$ cat config.mk
export PLATFORM = sky130hd
export DESIGN_NAME = weighted_mean_rms_accumulator
export DESIGN_NICKNAME = d
export VERILOG_FILES = /design/src/rtl/core/wmra_pkg.sv /design/src/rtl/core/wmra_div.sv /design/src/rtl/core/wmra_sqrt.sv /design/src/rtl/core/weighted_mean_rms_accumulator.sv
export SDC_FILE = /design/constraint.sdc
export NUM_CORES = 2
export LEC_CHECK = 0
export BUFFER_PORTS_ARGS = -buffer_cell sky130_fd_sc_hd__buf_2
export CAP_MARGIN = 20
export CELL_PAD_IN_SITES_DETAIL_PLACEMENT = 1
export CELL_PAD_IN_SITES_GLOBAL_PLACEMENT = 2
export CORE_ASPECT_RATIO = 1.1
export CORE_MARGIN = 2
export CORE_UTILIZATION = 40
export CTS_CLUSTER_SIZE = 16
export DETAILED_ROUTE_END_ITERATION = 10
export GPL_TIMING_DRIVEN = 0
export PLACE_DENSITY = 0.82
export SLEW_MARGIN = 5
export SYNTH_ARGS = -nofsm -noshare
export SYNTH_HDL_FRONTEND = slang
export SYNTH_HIERARCHICAL = 1
export SYNTH_SLANG_ARGS = --single-unit
$ cat constraint.sdc
create_clock -name clock -period 28.3 [get_ports clock]
set_clock_uncertainty 0.05 [all_clocks]
set_input_delay 1.415 -clock clock [delete_from_list [all_inputs] [get_ports clock]]
set_output_delay 1.415 -clock clock [all_outputs]
set_load 0.02 [all_outputs]
$ cat src/rtl/core/wmra_pkg.sv
// ----------------------------------------------------------------------------
// wmra_pkg
// Types, codes and helper functions shared by the weighted mean / RMS
// accumulator and its iterative divider and square-root units.
// ----------------------------------------------------------------------------
`default_nettype none

package wmra_pkg;

   // Item operation codes.
   typedef enum logic [1:0] {
      MODE_ADD    = 2'd0,
      MODE_REMOVE = 2'd1,
      MODE_SCALE  = 2'd2,
      MODE_CLEAR  = 2'd3
   } mode_type;

   // Result status codes.
   typedef enum logic [1:0] {
      STATUS_OK     = 2'd0,
      STATUS_REJECT = 2'd1,
      STATUS_SAT    = 2'd2
   } status_type;

   // Sequencer states of the top level.
   typedef enum logic [4:0] {
      ST_IDLE,
      ST_MUL_P1,
      ST_ADD_WS,
      ST_MUL_VV,
      ST_MUL_P2,
      ST_ADD_SQ,
      ST_ADD_TW,
      ST_SC_WS_GO,
      ST_SC_WS_WAIT,
      ST_SC_SQ_GO,
      ST_SC_SQ_WAIT,
      ST_MEAN_GO,
      ST_MEAN_WAIT,
      ST_MS_GO,
      ST_MS_WAIT,
      ST_ROOT_GO,
      ST_ROOT_WAIT,
      ST_FINISH
   } state_type;

   // Divider geometry: a 64-bit magnitude padded with eight zero bits below it.
   localparam int DIV_N_W         = 64;
   localparam int DIV_PAD         = 8;
   localparam int DIV_Q_W         = DIV_N_W + DIV_PAD;
   localparam int DIV_D_W         = 48;
   localparam int DIV_STEPS_SCALE = DIV_Q_W;
   localparam int DIV_STEPS_MEAN  = DIV_N_W;
   localparam int DIV_CNT_W       = $clog2(DIV_STEPS_SCALE + 1);

   // Square-root geometry: 32-bit radicand, 16-bit root, one root bit a step.
   localparam int SQRT_X_W   = 32;
   localparam int SQRT_R_W   = SQRT_X_W / 2;
   localparam int SQRT_STEPS = SQRT_R_W;
   localparam int SQRT_CNT_W = $clog2(SQRT_STEPS);

   typedef logic [DIV_CNT_W-1:0]  div_cnt_type;
   typedef logic [SQRT_CNT_W-1:0] sqrt_cnt_type;

   // Command to the divider: start a run, long (scale) or short (mean) form.
   typedef struct packed {
      logic start;
      logic scale;
   } div_cmd_type;

   // Status of an iterative unit; done pulses for one cycle.
   typedef struct packed {
      logic busy;
      logic done;
   } unit_stat_type;

   function automatic logic [63:0] mag64(input logic signed [63:0] a);
      mag64 = a[63] ? (64'd0 - a) : a;
   endfunction

   function automatic logic [47:0] mag48(input logic signed [47:0] a);
      mag48 = a[47] ? (48'd0 - a) : a;
   endfunction

   // Signed 64-bit value from sign and magnitude, clamped.
   // Bit 64 of the result is the saturation flag.
   function automatic logic [64:0] from_mag(input logic neg, input logic [63:0] m);
      logic        sat;
      logic [63:0] val;
      sat = 1'b0;
      if (neg) begin
         if (m[63]) begin
            sat = |m[62:0];
            val = {1'b1, 63'd0};
         end else begin
            val = 64'd0 - m;
         end
      end else begin
         if (m[63]) begin
            sat = 1'b1;
            val = {1'b0, {63{1'b1}}};
         end else begin
            val = m;
         end
      end
      from_mag = {sat, val};
   endfunction

endpackage

`default_nettype wire

$ cat src/rtl/core/wmra_div.sv
// ----------------------------------------------------------------------------
// wmra_div
// Restoring unsigned divider, one quotient bit per cycle. The dividend is
// loaded with eight zero bits appended; a long run returns the full 72-bit
// quotient of the padded value, a short run the quotient of the plain value.
// ----------------------------------------------------------------------------
`default_nettype none

module wmra_div (
   input  wire                              clock,
   input  wire                              reset,
   input  wmra_pkg::div_cmd_type            cmd,
   input  wire  [wmra_pkg::DIV_N_W-1:0]     dividend,
   input  wire  [wmra_pkg::DIV_D_W-1:0]     divisor,
   output logic [wmra_pkg::DIV_Q_W-1:0]     quotient,
   output wmra_pkg::unit_stat_type          stat
);

   logic                               busy_ff, busy_in;
   logic                               done_ff, done_in;
   wmra_pkg::div_cnt_type              cnt_ff, cnt_in;
   logic [wmra_pkg::DIV_Q_W-1:0]       dq_ff, dq_in;
   logic [wmra_pkg::DIV_D_W-1:0]       rem_ff, rem_in;
   logic [wmra_pkg::DIV_D_W-1:0]       dvs_ff, dvs_in;
   logic [wmra_pkg::DIV_D_W:0]         shifted;
   logic [wmra_pkg::DIV_D_W:0]         trial;
   logic                               fits;

   always_comb begin
      shifted = {rem_ff, dq_ff[wmra_pkg::DIV_Q_W-1]};
      trial   = shifted - {1'b0, dvs_ff};
      fits    = (shifted >= {1'b0, dvs_ff});

      busy_in = busy_ff;
      done_in = 1'b0;
      cnt_in  = cnt_ff;
      dq_in   = dq_ff;
      rem_in  = rem_ff;
      dvs_in  = dvs_ff;

      if (cmd.start) begin
         busy_in = 1'b1;
         cnt_in  = cmd.scale ? wmra_pkg::div_cnt_type'(wmra_pkg::DIV_STEPS_SCALE)
                             : wmra_pkg::div_cnt_type'(wmra_pkg::DIV_STEPS_MEAN);
         dq_in   = {dividend, {wmra_pkg::DIV_PAD{1'b0}}};
         rem_in  = '0;
         dvs_in  = divisor;
      end else if (busy_ff) begin
         dq_in  = {dq_ff[wmra_pkg::DIV_Q_W-2:0], fits};
         rem_in = fits ? trial[wmra_pkg::DIV_D_W-1:0] : shifted[wmra_pkg::DIV_D_W-1:0];
         cnt_in = cnt_ff - wmra_pkg::div_cnt_type'(1);
         if (cnt_ff == wmra_pkg::div_cnt_type'(1)) begin
            busy_in = 1'b0;
            done_in = 1'b1;
         end
      end
   end

   always_ff @(posedge clock) begin
      if (reset) begin
         busy_ff <= 1'b0;
         done_ff <= 1'b0;
         cnt_ff  <= '0;
      end else begin
         busy_ff <= busy_in;
         done_ff <= done_in;
         cnt_ff  <= cnt_in;
      end
      dq_ff  <= dq_in;
      rem_ff <= rem_in;
      dvs_ff <= dvs_in;
   end

   assign quotient  = dq_ff;
   assign stat.busy = busy_ff;
   assign stat.done = done_ff;

endmodule

`default_nettype wire

$ cat src/rtl/core/wmra_sqrt.sv
// ----------------------------------------------------------------------------
// wmra_sqrt
// Digit-by-digit integer square root, rounded down, one root bit per cycle.
// ----------------------------------------------------------------------------
`default_nettype none

module wmra_sqrt (
   input  wire                              clock,
   input  wire                              reset,
   input  wire                              start,
   input  wire  [wmra_pkg::SQRT_X_W-1:0]    radicand,
   output logic [wmra_pkg::SQRT_R_W-1:0]    root,
   output wmra_pkg::unit_stat_type          stat
);

   logic                               busy_ff, busy_in;
   logic                               done_ff, done_in;
   wmra_pkg::sqrt_cnt_type             cnt_ff, cnt_in;
   logic [wmra_pkg::SQRT_X_W-1:0]      x_ff, x_in;
   logic [wmra_pkg::SQRT_R_W:0]        rem_ff, rem_in;
   logic [wmra_pkg::SQRT_R_W-1:0]      root_ff, root_in;
   logic [wmra_pkg::SQRT_R_W+2:0]      rem_sh;
   logic [wmra_pkg::SQRT_R_W+2:0]      trial;
   logic [wmra_pkg::SQRT_R_W+2:0]      rem_sub;
   logic                               fits;

   always_comb begin
      rem_sh  = {rem_ff, x_ff[wmra_pkg::SQRT_X_W-1 -: 2]};
      trial   = {1'b0, root_ff, 2'b01};
      rem_sub = rem_sh - trial;
      fits    = (rem_sh >= trial);

      busy_in = busy_ff;
      done_in = 1'b0;
      cnt_in  = cnt_ff;
      x_in    = x_ff;
      rem_in  = rem_ff;
      root_in = root_ff;

      if (start) begin
         busy_in = 1'b1;
         cnt_in  = wmra_pkg::sqrt_cnt_type'(wmra_pkg::SQRT_STEPS - 1);
         x_in    = radicand;
         rem_in  = '0;
         root_in = '0;
      end else if (busy_ff) begin
         x_in    = {x_ff[wmra_pkg::SQRT_X_W-3:0], 2'b00};
         rem_in  = fits ? rem_sub[wmra_pkg::SQRT_R_W:0] : rem_sh[wmra_pkg::SQRT_R_W:0];
         root_in = {root_ff[wmra_pkg::SQRT_R_W-2:0], fits};
         cnt_in  = cnt_ff - wmra_pkg::sqrt_cnt_type'(1);
         if (cnt_ff == '0) begin
            busy_in = 1'b0;
            done_in = 1'b1;
         end
      end
   end

   always_ff @(posedge clock) begin
      if (reset) begin
         busy_ff <= 1'b0;
         done_ff <= 1'b0;
         cnt_ff  <= '0;
      end else begin
         busy_ff <= busy_in;
         done_ff <= done_in;
         cnt_ff  <= cnt_in;
      end
      x_ff    <= x_in;
      rem_ff  <= rem_in;
      root_ff <= root_in;
   end

   assign root      = root_ff;
   assign stat.busy = busy_ff;
   assign stat.done = done_ff;

endmodule

`default_nettype wire

$ cat src/rtl/core/weighted_mean_rms_accumulator.sv
// ----------------------------------------------------------------------------
// weighted_mean_rms_accumulator
// From transfer in to result, an add or remove runs two 64-step passes of
// the shared divider and, if total weight and spread allow, a 16-step root.
// A scale adds two 72-step divider passes; a clear, a rejected scale with
// zero total weight, or any item leaving zero total weight runs neither.
// Throughput: one item at a time; the next is taken once the result is staged.
// Reset (synchronous, active high) zeroes all sums, the held mean and control.
//
// Keeps total weight, weighted sum and weighted sum of squares of Q8.8
// samples, and after each item reports mean, mean square and RMS spread.
// ----------------------------------------------------------------------------
`default_nettype none

module weighted_mean_rms_accumulator (
   input  wire                clock,
   input  wire                reset,

   input  wire                req_valid,
   output logic               req_stall,
   input  wire         [1:0]  req_mode,
   input  wire  signed [15:0] req_sample_value,
   input  wire         [15:0] req_sample_weight,

   output logic               rsp_valid,
   input  wire                rsp_stall,
   output logic signed [15:0] rsp_mean_out,
   output logic        [31:0] rsp_mean_square_out,
   output logic        [15:0] rsp_rms_out,
   output logic               rsp_rms_valid,
   output logic        [1:0]  rsp_status
);

   // Clamp limits of the saturating adder, held in 65 bits so that the
   // raw sum of two 64-bit operands can be compared directly.
   localparam logic signed [64:0] SUM_HI = 65'sh0_7FFF_FFFF_FFFF_FFFF;
   localparam logic signed [64:0] SUM_LO = 65'sh1_8000_0000_0000_0000;
   localparam logic signed [64:0] TW_HI  = 65'sh0_0000_7FFF_FFFF_FFFF;
   localparam logic signed [64:0] TW_LO  = 65'sh1_FFFF_8000_0000_0000;

   // ------------------------------------------------------------------
   // State
   // ------------------------------------------------------------------
   wmra_pkg::state_type     state_ff, state_in;
   wmra_pkg::mode_type      mode_ff, mode_in;
   logic signed [15:0]      value_ff, value_in;
   logic        [15:0]      weight_ff, weight_in;
   logic signed [48:0]      prod_ff, prod_in;

   // Accumulators, Q.8 weight, Q.16 sum and Q.24 square sum.
   logic signed [47:0]      tw_ff, tw_in;
   logic signed [63:0]      ws_ff, ws_in;
   logic signed [63:0]      wss_ff, wss_in;
   logic signed [15:0]      held_ff, held_in;

   // Per-item results gathered before they are staged at the output.
   logic        [63:0]      sm_ff, sm_in;
   logic        [31:0]      ms_ff, ms_in;
   logic        [15:0]      rms_ff, rms_in;
   logic                    valid_ff, valid_in;
   logic                    sat_ff, sat_in;
   logic                    reject_ff, reject_in;

   // Output stage.
   logic                    rsp_valid_ff, rsp_valid_in;
   logic signed [15:0]      rsp_mean_ff, rsp_mean_in;
   logic        [31:0]      rsp_ms_ff, rsp_ms_in;
   logic        [15:0]      rsp_rms_ff, rsp_rms_in;
   logic                    rsp_rv_ff, rsp_rv_in;
   wmra_pkg::status_type    rsp_status_ff, rsp_status_in;

   // ------------------------------------------------------------------
   // Shared multiplier: v*w, v*v, (v*v)*w and held*held, one per cycle,
   // each product registered in prod_ff before it is used.
   // ------------------------------------------------------------------
   logic signed [31:0]      mul_a;
   logic signed [16:0]      mul_b;
   logic signed [48:0]      mul_p;

   always_comb begin
      case (state_ff)
         wmra_pkg::ST_MUL_P1: begin
            mul_a = 32'(value_ff);
            mul_b = $signed({1'b0, weight_ff});
         end
         wmra_pkg::ST_MUL_VV: begin
            mul_a = 32'(value_ff);
            mul_b = 17'(value_ff);
         end
         wmra_pkg::ST_MUL_P2: begin
            mul_a = $signed(prod_ff[31:0]);
            mul_b = $signed({1'b0, weight_ff});
         end
         default: begin
            mul_a = 32'(held_ff);
            mul_b = 17'(held_ff);
         end
      endcase
      mul_p = mul_a * mul_b;
   end

   // ------------------------------------------------------------------
   // Shared saturating adder for the three accumulators. A removal adds
   // the negated product or weight.
   // ------------------------------------------------------------------
   logic signed [63:0]      add_a, add_b, add_mag;
   logic signed [64:0]      add_sum, add_hi, add_lo;
   logic signed [63:0]      add_res;
   logic                    add_sat;
   logic                    removing;

   always_comb begin
      removing = (mode_ff == wmra_pkg::MODE_REMOVE);
      case (state_ff)
         wmra_pkg::ST_ADD_TW: begin
            add_a   = 64'(tw_ff);
            add_mag = $signed({48'd0, weight_ff});
            add_hi  = TW_HI;
            add_lo  = TW_LO;
         end
         wmra_pkg::ST_ADD_SQ: begin
            add_a   = wss_ff;
            add_mag = 64'(prod_ff);
            add_hi  = SUM_HI;
            add_lo  = SUM_LO;
         end
         default: begin
            add_a   = ws_ff;
            add_mag = 64'(prod_ff);
            add_hi  = SUM_HI;
            add_lo  = SUM_LO;
         end
      endcase
      add_b   = removing ? -add_mag : add_mag;
      add_sum = 65'(add_a) + 65'(add_b);
      if (add_sum > add_hi) begin
         add_res = add_hi[63:0];
         add_sat = 1'b1;
      end else if (add_sum < add_lo) begin
         add_res = add_lo[63:0];
         add_sat = 1'b1;
      end else begin
         add_res = add_sum[63:0];
         add_sat = 1'b0;
      end
   end

   // ------------------------------------------------------------------
   // Divider and square-root units
   // ------------------------------------------------------------------
   wmra_pkg::div_cmd_type                div_cmd;
   logic [wmra_pkg::DIV_N_W-1:0]         div_dividend;
   logic [wmra_pkg::DIV_D_W-1:0]         div_divisor;
   logic [wmra_pkg::DIV_Q_W-1:0]         div_q;
   wmra_pkg::unit_stat_type              div_stat;

   logic                                 sqrt_start;
   logic [wmra_pkg::SQRT_R_W-1:0]        sqrt_root;
   wmra_pkg::unit_stat_type              sqrt_stat;

   wmra_div u_div (
      .clock    (clock),
      .reset    (reset),
      .cmd      (div_cmd),
      .dividend (div_dividend),
      .divisor  (div_divisor),
      .quotient (div_q),
      .stat     (div_stat)
   );

   // The spread sm - m2 is formed once the mean square is known; m2 is the
   // square of the reported mean, left in prod_ff by the multiplier.
   logic [64:0]             spread;

   assign spread = {1'b0, sm_ff} - {33'd0, prod_ff[31:0]};

   wmra_sqrt u_sqrt (
      .clock    (clock),
      .reset    (reset),
      .start    (sqrt_start),
      .radicand (spread[wmra_pkg::SQRT_X_W-1:0]),
      .root     (sqrt_root),
      .stat     (sqrt_stat)
   );

   // ------------------------------------------------------------------
   // Sequencer and datapath next values
   // ------------------------------------------------------------------
   logic [63:0]             scaled;
   logic [64:0]             scaled_fix;
   logic [63:0]             quot;
   logic                    mean_neg;
   logic                    sq_neg;

   always_comb begin
      // Scaled magnitude clamps to all ones when it needs more than 64 bits.
      scaled     = (|div_q[wmra_pkg::DIV_Q_W-1:wmra_pkg::DIV_N_W]) ? '1
                                                                  : div_q[63:0];
      quot       = div_q[63:0];
      mean_neg   = ws_ff[63] ^ tw_ff[47];
      sq_neg     = (wss_ff[63] ^ tw_ff[47]) && (sm_ff != '0);
      scaled_fix = wmra_pkg::from_mag(state_ff == wmra_pkg::ST_SC_WS_WAIT ? ws_ff[63]
                                                                          : wss_ff[63],
                                      scaled);

      state_in      = state_ff;
      mode_in       = mode_ff;
      value_in      = value_ff;
      weight_in     = weight_ff;
      prod_in       = prod_ff;
      tw_in         = tw_ff;
      ws_in         = ws_ff;
      wss_in        = wss_ff;
      held_in       = held_ff;
      sm_in         = sm_ff;
      ms_in         = ms_ff;
      rms_in        = rms_ff;
      valid_in      = valid_ff;
      sat_in        = sat_ff;
      reject_in     = reject_ff;
      rsp_mean_in   = rsp_mean_ff;
      rsp_ms_in     = rsp_ms_ff;
      rsp_rms_in    = rsp_rms_ff;
      rsp_rv_in     = rsp_rv_ff;
      rsp_status_in = rsp_status_ff;
      rsp_valid_in  = rsp_valid_ff && rsp_stall;

      div_cmd       = '0;
      div_dividend  = wmra_pkg::mag64(ws_ff);
      div_divisor   = wmra_pkg::mag48(tw_ff);
      sqrt_start    = 1'b0;

      unique case (state_ff)
         wmra_pkg::ST_IDLE: begin
            if (req_valid) begin
               mode_in   = wmra_pkg::mode_type'(req_mode);
               value_in  = req_sample_value;
               weight_in = req_sample_weight;
               sat_in    = 1'b0;
               reject_in = 1'b0;
               unique case (wmra_pkg::mode_type'(req_mode))
                  wmra_pkg::MODE_ADD,
                  wmra_pkg::MODE_REMOVE: begin
                     state_in = wmra_pkg::ST_MUL_P1;
                  end
                  wmra_pkg::MODE_SCALE: begin
                     // A factor of zero or below leaves the sums alone.
                     if (req_sample_value[15] || (req_sample_value == '0)) begin
                        reject_in = 1'b1;
                        state_in  = wmra_pkg::ST_MEAN_GO;
                     end else begin
                        state_in  = wmra_pkg::ST_SC_WS_GO;
                     end
                  end
                  wmra_pkg::MODE_CLEAR: begin
                     tw_in    = '0;
                     ws_in    = '0;
                     wss_in   = '0;
                     held_in  = '0;
                     state_in = wmra_pkg::ST_MEAN_GO;
                  end
                  default: begin
                     state_in = wmra_pkg::ST_IDLE;
                  end
               endcase
            end
         end

         wmra_pkg::ST_MUL_P1: begin
            prod_in  = mul_p;
            state_in = wmra_pkg::ST_ADD_WS;
         end

         wmra_pkg::ST_ADD_WS: begin
            ws_in    = add_res;
            sat_in   = sat_ff | add_sat;
            state_in = wmra_pkg::ST_MUL_VV;
         end

         wmra_pkg::ST_MUL_VV: begin
            prod_in  = mul_p;
            state_in = wmra_pkg::ST_MUL_P2;
         end

         wmra_pkg::ST_MUL_P2: begin
            prod_in  = mul_p;
            state_in = wmra_pkg::ST_ADD_SQ;
         end

         wmra_pkg::ST_ADD_SQ: begin
            wss_in   = add_res;
            sat_in   = sat_ff | add_sat;
            state_in = wmra_pkg::ST_ADD_TW;
         end

         wmra_pkg::ST_ADD_TW: begin
            tw_in    = add_res[47:0];
            sat_in   = sat_ff | add_sat;
            state_in = wmra_pkg::ST_MEAN_GO;
         end

         // Scale: each sum becomes trunc(sum * 256 / factor) on magnitudes.
         wmra_pkg::ST_SC_WS_GO: begin
            div_cmd.start = 1'b1;
            div_cmd.scale = 1'b1;
            div_divisor   = {32'd0, value_ff};
            state_in      = wmra_pkg::ST_SC_WS_WAIT;
         end

         wmra_pkg::ST_SC_WS_WAIT: begin
            if (div_stat.done) begin
               ws_in    = scaled_fix[63:0];
               sat_in   = sat_ff | scaled_fix[64];
               state_in = wmra_pkg::ST_SC_SQ_GO;
            end
         end

         wmra_pkg::ST_SC_SQ_GO: begin
            div_cmd.start = 1'b1;
            div_cmd.scale = 1'b1;
            div_dividend  = wmra_pkg::mag64(wss_ff);
            div_divisor   = {32'd0, value_ff};
            state_in      = wmra_pkg::ST_SC_SQ_WAIT;
         end

         wmra_pkg::ST_SC_SQ_WAIT: begin
            if (div_stat.done) begin
               wss_in   = scaled_fix[63:0];
               sat_in   = sat_ff | scaled_fix[64];
               state_in = wmra_pkg::ST_MEAN_GO;
            end
         end

         // With no weight the mean holds and nothing else is meaningful.
         wmra_pkg::ST_MEAN_GO: begin
            if (tw_ff == '0) begin
               ms_in    = '0;
               rms_in   = '0;
               valid_in = 1'b0;
               state_in = wmra_pkg::ST_FINISH;
            end else begin
               div_cmd.start = 1'b1;
               state_in      = wmra_pkg::ST_MEAN_WAIT;
            end
         end

         wmra_pkg::ST_MEAN_WAIT: begin
            if (div_stat.done) begin
               if (mean_neg) begin
                  held_in = (quot >= 64'd32768) ? 16'sh8000 : $signed(16'd0 - quot[15:0]);
               end else begin
                  held_in = (quot >= 64'd32767) ? 16'sh7FFF : $signed(quot[15:0]);
               end
               state_in = wmra_pkg::ST_MS_GO;
            end
         end

         // The multiplier squares the fresh mean while the divider runs.
         wmra_pkg::ST_MS_GO: begin
            div_cmd.start = 1'b1;
            div_dividend  = wmra_pkg::mag64(wss_ff);
            prod_in       = mul_p;
            state_in      = wmra_pkg::ST_MS_WAIT;
         end

         wmra_pkg::ST_MS_WAIT: begin
            if (div_stat.done) begin
               sm_in    = quot;
               state_in = wmra_pkg::ST_ROOT_GO;
            end
         end

         wmra_pkg::ST_ROOT_GO: begin
            rms_in   = '0;
            valid_in = 1'b0;
            state_in = wmra_pkg::ST_FINISH;
            if (sq_neg) begin
               // A negative mean square reads as zero.
               ms_in = '0;
            end else begin
               ms_in = (|sm_ff[63:32]) ? '1 : sm_ff[31:0];
               if (!spread[64]) begin
                  valid_in = 1'b1;
                  if (|spread[63:32]) begin
                     // A spread of 2^32 or more has a root beyond 16 bits.
                     rms_in = '1;
                  end else begin
                     sqrt_start = 1'b1;
                     state_in   = wmra_pkg::ST_ROOT_WAIT;
                  end
               end
            end
         end

         wmra_pkg::ST_ROOT_WAIT: begin
            if (sqrt_stat.done) begin
               rms_in   = sqrt_root;
               state_in = wmra_pkg::ST_FINISH;
            end
         end

         // Stage the result once the output register is free.
         wmra_pkg::ST_FINISH: begin
            if (!rsp_valid_ff || !rsp_stall) begin
               rsp_valid_in  = 1'b1;
               rsp_mean_in   = held_ff;
               rsp_ms_in     = ms_ff;
               rsp_rms_in    = rms_ff;
               rsp_rv_in     = valid_ff;
               rsp_status_in = sat_ff    ? wmra_pkg::STATUS_SAT :
                               reject_ff ? wmra_pkg::STATUS_REJECT :
                                           wmra_pkg::STATUS_OK;
               state_in      = wmra_pkg::ST_IDLE;
            end
         end

         default: begin
            state_in = wmra_pkg::ST_IDLE;
         end
      endcase
   end

   // ------------------------------------------------------------------
   // Registers
   // ------------------------------------------------------------------
   always_ff @(posedge clock) begin
      if (reset) begin
         state_ff <= wmra_pkg::ST_IDLE;
      end else begin
         state_ff <= state_in;
      end
   end

   always_ff @(posedge clock) begin
      if (reset) begin
         tw_ff        <= '0;
         ws_ff        <= '0;
         wss_ff       <= '0;
         held_ff      <= '0;
         rsp_valid_ff <= 1'b0;
      end else begin
         tw_ff        <= tw_in;
         ws_ff        <= ws_in;
         wss_ff       <= wss_in;
         held_ff      <= held_in;
         rsp_valid_ff <= rsp_valid_in;
      end
      mode_ff       <= mode_in;
      value_ff      <= value_in;
      weight_ff     <= weight_in;
      prod_ff       <= prod_in;
      sm_ff         <= sm_in;
      ms_ff         <= ms_in;
      rms_ff        <= rms_in;
      valid_ff      <= valid_in;
      sat_ff        <= sat_in;
      reject_ff     <= reject_in;
      rsp_mean_ff   <= rsp_mean_in;
      rsp_ms_ff     <= rsp_ms_in;
      rsp_rms_ff    <= rsp_rms_in;
      rsp_rv_ff     <= rsp_rv_in;
      rsp_status_ff <= rsp_status_in;
   end

   // ------------------------------------------------------------------
   // Ports
   // ------------------------------------------------------------------
   assign req_stall           = (state_ff != wmra_pkg::ST_IDLE);
   assign rsp_valid           = rsp_valid_ff;
   assign rsp_mean_out        = rsp_mean_ff;
   assign rsp_mean_square_out = rsp_ms_ff;
   assign rsp_rms_out         = rsp_rms_ff;
   assign rsp_rms_valid       = rsp_rv_ff;
   assign rsp_status          = rsp_status_ff;

   // ------------------------------------------------------------------
   // Assertions
   // ------------------------------------------------------------------
   a_rms_zero_when_invalid : assert property (@(posedge clock) disable iff (reset)
      (rsp_valid && !rsp_rms_valid) |-> (rsp_rms_out == '0))
      else $error("RMS output nonzero while flagged invalid");

   a_status_exclusive : assert property (@(posedge clock) disable iff (reset)
      rsp_valid |-> !(rsp_status[0] && rsp_status[1]))
      else $error("saturation and rejection reported together");

   a_units_quiet_in_idle : assert property (@(posedge clock) disable iff (reset)
      (state_ff == wmra_pkg::ST_IDLE) |-> (!div_stat.busy && !sqrt_stat.busy))
      else $error("arithmetic unit still running while idle");

   a_busy_after_transfer : assert property (@(posedge clock) disable iff (reset)
      (req_valid && !req_stall) |=> req_stall)
      else $error("input taken again directly after a transfer");

   a_no_weight_no_rms : assert property (@(posedge clock) disable iff (reset)
      ((state_ff == wmra_pkg::ST_FINISH) && (tw_ff == '0)) |-> !valid_ff)
      else $error("RMS flagged valid with zero total weight");

endmodule

`default_nettype wire

==> qor.yml <==
global_route:
  grt.total_usage_pct: 39.02
  gr-total-overflow: 0
  grt_max_degree: 65
  grt_pass1_vias: 65350
  grt_pass1_wl_mm: 480.4
  antenna_found_initial: 33
final_layout:
  layout-drive-gt1-share_pct: 6.077
  syn_to_final_growth_pct: 10.61
  multi_input_area_um2: 44710
  nFillCells: 19660
  nets: 8951
  regArea_um2: 18330
worst_setup_path:
  cpMostUsedCell: "clkbuf_1"
  worstSetupEndpointType: "flip-flop"
  crit_arrival_ps: 17170
  cp_slowest_cell: "a311oi_1"
  timing.rr.end: "wss_ff[41]$_SDFFE_PP0P_"
  rr_startpoint: "state_ff[2]$_SDFFE_PP0P_"
  cp.required_ps: 28820
  startpoint: "state_ff[2]$_SDFFE_PP0P_"
  startpoint_type: "flip-flop"
  crit_end: "wss_ff[41]$_SDFFE_PP0P_"
  r2r_setup_slack_ps: 11650
  worstSetupPathType: "reg2reg"
  cpPeakStageDelay_ps: 950
  worstRegToRegCells: 44
  cp_max_fo: 11
sta:
  setup_tns_ps: 0
  rsz0062_at_grt: "no"
  hold_violations: 0
  setup_viol: 0
  timing.final.crit_share_pct: 58.83
  slew_violations: 5
  max_slew_margin_pct: -0.2622
  holdWs_ps: 344.3
  max_freq_mhz: 60.07
  fin_crit_ps: 16650
  tightest_slew_ps: 1504
floorplanning:
  die_w_um: 395.1
  start_util_pct: 40.36
  die_area_um2: 171600
  fp-row-count: 157
  top_level_ports: 107
  coreArea_um2: 166800
  dieHeight_um: 434.2
power:
  power.leakage_nw: 29.68
  peakVddDrop_v: 0.0001211
  power_density_nw_per_um2: 149.5
clock_network:
  clock_sinks: 711
  cts_resized: 0
  cts_tree: "yes"
  cts_setup_buffers: 0
  clk_latency_ps: 760
  cts.reportedPaths.clkPinSlew_ps: 60
  htreeDepth: 3
  cts_buffer_depth: 3
  clockRootBuffer: "clkbuf_16"
  cts_made_buffers: 88
  cts_hold_buf: 0
route:
  vias: 64800
  wl_met1_mm: 138.9
  met2_length_mm: 145.6
  drtIter0Drc: 6809
  ant_nets: 0
  drt_pass1_iterations: 8
  wl_mm: 341.5
  routed.top_layer: "met5"
  wl_per_cell_um: 32.89
  vias_per_cell: 6.242
  wl_met3_mm: 29.30
  drc: 0
placement:
  portBuffers: 106
  gp_congestion: 1.064
  dpl.hpwl_mm: 282.4
synth:
  synthCells: 7804
  synth.cell_area_um2: 67300
  yosysWarnings: 6
  syn_area_per_cell_um2: 8.624
worst_hold_path:
  hold_class: "reg2reg"
run_status:
  violations: "max-slew violations"
  status: "finished with violations"
run:
  maxCapViolations: 0
## critical path: cells and delay by family, from the launching register on
| kind | cells | cell delay, ps |
|---|---|---|
| compound gates | 13 | 5870 |
| simple gates | 17 | 4630 |
| buf+inv | 10 | 3660 |
| fa+ha+maj | 3 | 1100 |
| xor+xnor | 1 | 800 |
| flops | 1 | 310 |
## layout make-up
type | count | area share (%)
timing repair buffer | 161 | 1.455
inverter | 698 | 3.519
tap | 2226 | 3.741
multi-input combinational | 5941 | 60.06
sequential | 711 | 24.62
buffer | 469 | 2.543
antenna | 11 | 0.03697
clock inverter | 50 | 0.7681
clock buffer | 115 | 3.259
## per-layer routing
layer	GRT usage, %	up-vias
li1	-	28000
met1	49.91	33010
met2	58.41	2970
met3	9.062	809
met4	26.84	12
met5	0	-
## registers in the layout, indices dropped and copies added (netlist names), 5 cells and up
name / flops
held_ff: 16
ms_ff: 32
prod_ff: 49
rms_ff: 16
rsp_mean_out: 16
rsp_mean_square_out: 32
rsp_rms_out: 16
sm_ff: 64
state_ff: 5
tw_ff: 48
u_div/cnt_ff: 7
u_div/dvs_ff: 48
u_div/quotient: 72
u_div/rem_ff: 48
u_sqrt/rem_ff: 17
u_sqrt/root: 16
u_sqrt/x_ff: 32
value_ff: 16
weight_ff: 16
ws_ff: 64
wss_ff: 64
## worst min path at each step
| stage | from | cells after the start | to |
|---|---|---|---|
| final | rms_ff[12]$_DFFE_PP_ | 0 | rsp_rms_out[12]$_DFFE_PP_ |
| after global routing | rms_ff[12]$_DFFE_PP_ | 0 | rsp_rms_out[12]$_DFFE_PP_ |
| after CTS | rms_ff[12]$_DFFE_PP_ | 0 | rsp_rms_out[12]$_DFFE_PP_ |
| after detailed placement | ms_ff[17]$_SDFFCE_PP0P_ | 0 | rsp_mean_square_out[17]$_DFFE_PP_ |
| after global placement | rms_ff[10]$_DFFE_PP_ | 0 | rsp_rms_out[10]$_DFFE_PP_ |
| after floorplan | ms_ff[0]$_SDFFCE_PP0P_ | 0 | rsp_mean_square_out[0]$_DFFE_PP_ |
## layout by cell type (no fill, tap or decap), types with 56 or more instances in the layout
| master | instances |
|---|---|
| a211oi_1 | 121 |
| a21o_1 | 134 |
| a21oi_1 | 439 |
| a22o_1 | 72 |
| a22oi_1 | 187 |
| a31oi_1 | 71 |
| buf_2 | 147 |
| clkbuf_1 | 414 |
| clkbuf_16 | 90 |
| dfxtp_1 | 302 |
| edfxtp_1 | 409 |
| fa_1 | 524 |
| ha_1 | 319 |
| inv_1 | 695 |
| mux2i_1 | 79 |
| nand2_1 | 896 |
| nand2b_1 | 57 |
| nand3_1 | 108 |
| nand4_1 | 75 |
| nor2_1 | 811 |
| nor3_1 | 158 |
| nor4_1 | 83 |
| o21a_1 | 86 |
| o21ai_0 | 358 |
| o31ai_1 | 73 |
| or3_1 | 56 |
| xnor2_1 | 207 |
| xor2_1 | 209 |
## power by group
group / leakage [nW] / total (mW) / internal (mW) / switching (mW)
sequential: 6.12 / 1.76 / 1.42 / 0.343
clock: 1.46 / 1.20 / 0.684 / 0.520
combinational: 22.1 / 8.16 / 2.54 / 5.63
## stage by stage
stage	cell area [um2]	worst slack, ps	utilization [%]	std cells	total power, mW
after detailed placement	71390	12290	42.80	10200	9.661
after global routing	74420	11360	44.62	10370	11.68
after global placement	70680	12260	42.38	10150	9.463
after floorplan	67360	18320	-	7819	6.517
after CTS	74380	12290	44.60	10370	10.90
final	74450	11650	44.64	10380	11.13
No activity file was read; power rests on OpenSTA's default activity.
